### config.mk
export PLATFORM = sky130hd
export DESIGN_NAME = salc_ctrl
export DESIGN_NICKNAME = d
export VERILOG_FILES = /design/src/sv/salc_pkg.sv /design/src/sv/salc_ctrl.sv
export SDC_FILE = /design/constraint.sdc
export NUM_CORES = 1
export LEC_CHECK = 0
export ABC_AREA = 1
export BUFFER_PORTS_ARGS = -buffer_cell sky130_fd_sc_hd__buf_2
export CORE_AREA = 4 4 41 43
export DETAILED_ROUTE_END_ITERATION = 6
export DIE_AREA = 0 0 45 47
export PLACE_DENSITY = 0.37
export SYNTH_ARGS = -nofsm -noshare
export SYNTH_HDL_FRONTEND = slang
export SYNTH_SLANG_ARGS = --single-unit
### constraint.sdc
create_clock -name clock -period 1.07 [get_ports clock]
set_clock_uncertainty 0.2 [all_clocks]
set_input_delay 0.0535 -clock clock [delete_from_list [all_inputs] [get_ports clock]]
set_output_delay 0.0535 -clock clock [all_outputs]
set_load 0.005 [all_outputs]
### src/sv/salc_pkg.sv
// ----------------------------------------------------------------------------
// Set-associative LRU cache lookup: package
// Field widths, default geometry and the controller to datapath signal groups.
// ----------------------------------------------------------------------------
package salc_pkg;

   localparam int ADDR_WIDTH      = 48;
   localparam int WAY_FIELD_WIDTH = 3;

   localparam int DEF_SETS        = 2048;
   localparam int DEF_WAYS        = 8;
   localparam int DEF_BLOCK_BYTES = 16;
   localparam int DEF_ADDR_BITS   = 48;

   typedef struct packed {
      logic clear_step;
      logic start_read;
      logic commit;
   } cmd_type;

   typedef struct packed {
      logic clear_last;
   } status_type;

endpackage

### src/sv/salc_ctrl.sv
// ----------------------------------------------------------------------------
// Set-associative LRU cache lookup: controller
// Sequences the post-reset clearing pass, the set read and the write-back.
// ----------------------------------------------------------------------------
module salc_ctrl (
   input  logic                 clock,
   input  logic                 reset,
   input  logic                 req_valid,
   output logic                 req_ready,
   output logic                 rsp_valid,
   input  logic                 rsp_ready,
   output salc_pkg::cmd_type    cmd,
   input  salc_pkg::status_type status
);
   import salc_pkg::*;

   typedef enum logic [1:0] {
      ST_CLEAR,
      ST_IDLE,
      ST_LOOKUP
   } state_type;

   state_type state_ff;
   logic      rsp_valid_ff;

   assign req_ready      = (state_ff == ST_IDLE);
   assign rsp_valid      = rsp_valid_ff;
   assign cmd.clear_step = (state_ff == ST_CLEAR);
   assign cmd.start_read = (state_ff == ST_IDLE) && req_valid;
   assign cmd.commit     = (state_ff == ST_LOOKUP) && (!rsp_valid_ff || rsp_ready);

   always_ff @(posedge clock) begin
      if (reset) begin
         state_ff     <= ST_CLEAR;
         rsp_valid_ff <= 1'b0;
      end else begin
         if (cmd.commit) begin
            rsp_valid_ff <= 1'b1;
         end else if (rsp_ready) begin
            rsp_valid_ff <= 1'b0;
         end
         case (state_ff)
            ST_CLEAR: begin
               if (status.clear_last) begin
                  state_ff <= ST_IDLE;
               end
            end
            ST_IDLE: begin
               if (req_valid) begin
                  state_ff <= ST_LOOKUP;
               end
            end
            ST_LOOKUP: begin
               if (cmd.commit) begin
                  state_ff <= ST_IDLE;
               end
            end
            default: begin
               state_ff <= ST_CLEAR;
            end
         endcase
      end
   end

endmodule

==> metrics.yaml <==
synth:
  yosysTopAreaCell: "dfxtp_1"
  yosysTopAreaCellShare: 0.366
  syn_inst: 24
  synth.distinct_cells: 11
  synth_seq_cells: 3
  syn_area_um2: 164
  ys_top_cells_by_area: "dfxtp_1, inv_1, nor2_2, nand2_1, nand3_1"
  synth.net_count: 29
  ys_seq_area_frac: 0.366
  syn_area_per_cell_um2: 6.83
  ys_warn_count: 0
setup_path:
  slowest_delay_ns: 0.31
  path_cells: "inv_2, nand2_1, nor2_1, buf_2"
  path_delay_family: "flip-flops"
  reg2reg_slack_ns: -0.01
  worstPathRequired_ns: 0.82
  worst_setup_path_end_kind: "output port"
  crit_slowest_cell: "dfxtp_2"
  worst_ep_arrival_time_ns: 0.94
  path_class: "reg -> out"
  cp-start-kind: "register"
  cp_max_fo: 3
  cp.buffers_inverters: 2
clock_network:
  insertion_delay_ns: 0.23
  hold_buffers: 2
  htreeDepth: 1
  root_buffer: "clkbuf_4"
  cts_tree: "yes"
  clock_path_buffers: 2
  numCtsBuffers: 3
  clock_sinks: 3
  clk_pin_slew_ns: 0.04
floorplanning:
  die-height_um: 47
  start_util: 0.126
  dieArea_mm2: 0.00212
  coreArea_mm2: 0.00130
  fp-row-count: 13
  io_pins: 10
  die_width_um: 45
grt:
  grt.overflow.total: 0
  grt_usage: 0.0505
  grt_first_pass_wirelength_um: 683
  grt_max_degree: 6
  grt_pass1_vias: 189
  antenna_found_initial: 0
flow_run:
  drv_cap: 0
cells_and_area:
  layout-drive-gt1-share: 0.659
  syn2layout_area_growth_pct: 95.4
  n_antenna_cell: 0
  fin_nets: 47
  fillCellCount: 157
power_and_ir_drop:
  max-vdd-ir-drop_uv: 356
  p_comb_frac: 0.217
  clkPwrFrac: 0.478
  p_leak_nw: 0.163
  power_density_mw_per_mm2: 1280
  p_int_mw: 0.306
  sw_frac_of_total: 0.257
  p_seq_frac: 0.304
  netSwitchingPower_mw: 0.106
sta:
  fin_crit_ns: 1.19
  hold_violations: 2
  worst_slew_pin_slew_ns: 0.122
  fmax_mhz: 838
  worst_slack_ns: -0.123
  setup_viol: 4
  slew_headroom: 0.918
  fin_crit_sh: 1.12
  fin_hold_ws_ns: -0.106
  rsz0062_at_grt: "true"
  slew_viol_final: 0
drt:
  ant_nets: 0
  vias_per_cell: 3.36
  detail_route.iter0.violations: 0
  vias: 188
  wl_per_cell_um: 7.38
  wl_um: 413
  dr.pass1.iters: 1
  drc: 0
hold_path:
  hold_path_class: "in -> reg"
run_status:
  violations: "hold timing, setup timing"
  outcome: "complete, but fails checks"
place:
  port-buffer-count: 9
  dpl.hpwl_um: 312
  place_ws_ns: -0.0119
  gp_congestion: 0.621
-- worst paths after layout --
kind         cells after the start     endpoint   startpoint
max                              4       cmd[0]  state_ff[0]
min                              3  state_ff[1]    req_valid
max reg2reg                      6  state_ff[0]  state_ff[0]
min reg2reg                      2  state_ff[1]  state_ff[1]
-- power groups by stage --
stage	Combinational, mW	Clock, mW	Sequential, mW
5_1_grt	0.101	0.215	0.126
6_report	0.0893	0.197	0.125
3_5_place_dp	0.0588	0	0.128
2_1_floorplan	0.0336	0	0.127
3_3_place_gp	0.0585	0	0.129
4_1_cts	0.0756	0.210	0.126
-- placed cells by master, fill, tap and decap left out --
master	instances
buf_2	9
inv_1	4
nor2_4	3
nand2_1	3
clkbuf_4	3
inv_2	2
nand2_2	2
dlygate4sd3_1	2
buf_4	2
dfxtp_2	2
nor2_1	1
o21a_1	1
nand3_1	1
nand3b_1	1
nand3_2	1
nor2_2	1
a21oi_2	1
clkbuf_1	1
dfxtp_4	1
-- state kept, by name, indices dropped and copies added, names as in the netlist --
register	cells
rsp_valid	1
state_ff	2
-- area by class of cell --
cell class	instances	area, µm²	share of cell area
inverters	6	22.5	0.0703
well taps	15	18.8	0.0586
multi-input cells	15	106	0.332
repair buffers	13	80.1	0.250
flip-flops and latches	3	66.3	0.207
clock buffers	4	26.3	0.0820
-- synth_stat cells --
master / number
nand3b_1: 1
dfxtp_1: 3
nand2_2: 1
nand3_1: 2
nor2_2: 3
o21a_1: 1
a21oi_2: 1
nand2_1: 4
inv_2: 1
nor2_1: 2
inv_1: 5
-- worst reg2reg max path, stage by stage (launching register included) --
cell	delay, ns
dfxtp_2	0.31
buf_4	0.14
nor2_4	0.11
nand2_2	0.07
nand3_2	0.06
nand2_1	0.06
nor2_2	0.07
-- cells by family after synthesis --
family	count (synthesis)	synth area share
compound gates	2	0.0993
buf+inv	6	0.137
flops	3	0.366
simple gates	13	0.397
-- per-stage QoR --
stage	power [mW]	std cells	util	cell area (µm²)	TNS, ns
after global placement	0.187	48	0.175	228	-0.0113
after CTS	0.411	55	0.224	292	-0.337
after detailed placement	0.187	48	0.175	228	-0.0119
after floorplan	0.161	24	-	164	0
final	0.411	56	0.246	320	-0.325
after global routing	0.442	56	0.246	320	-0.568
-- what timing repair did --
action | CTS | global route
pin swaps | 1 | 6
setup buffers | 1 | 1
resized for setup | 4 | 7
endpoints found under the hold margin | 3 | 2
endpoints found under the setup margin | 5 | 7
-- per-layer routing --
| layer | up-vias | GRT usage | share of wire |
|---|---|---|---|
| met1 | 79 | 0.0454 | 0.38 |
| met4 | 0 | 0.0526 | 0 |
| met2 | 4 | 0.0734 | 0.54 |
| met5 | - | 0 | 0 |
| met3 | 0 | 0.0345 | 0.075 |
| li1 | 105 | - | - |
No activity file was read; power rests on OpenSTA's default activity.
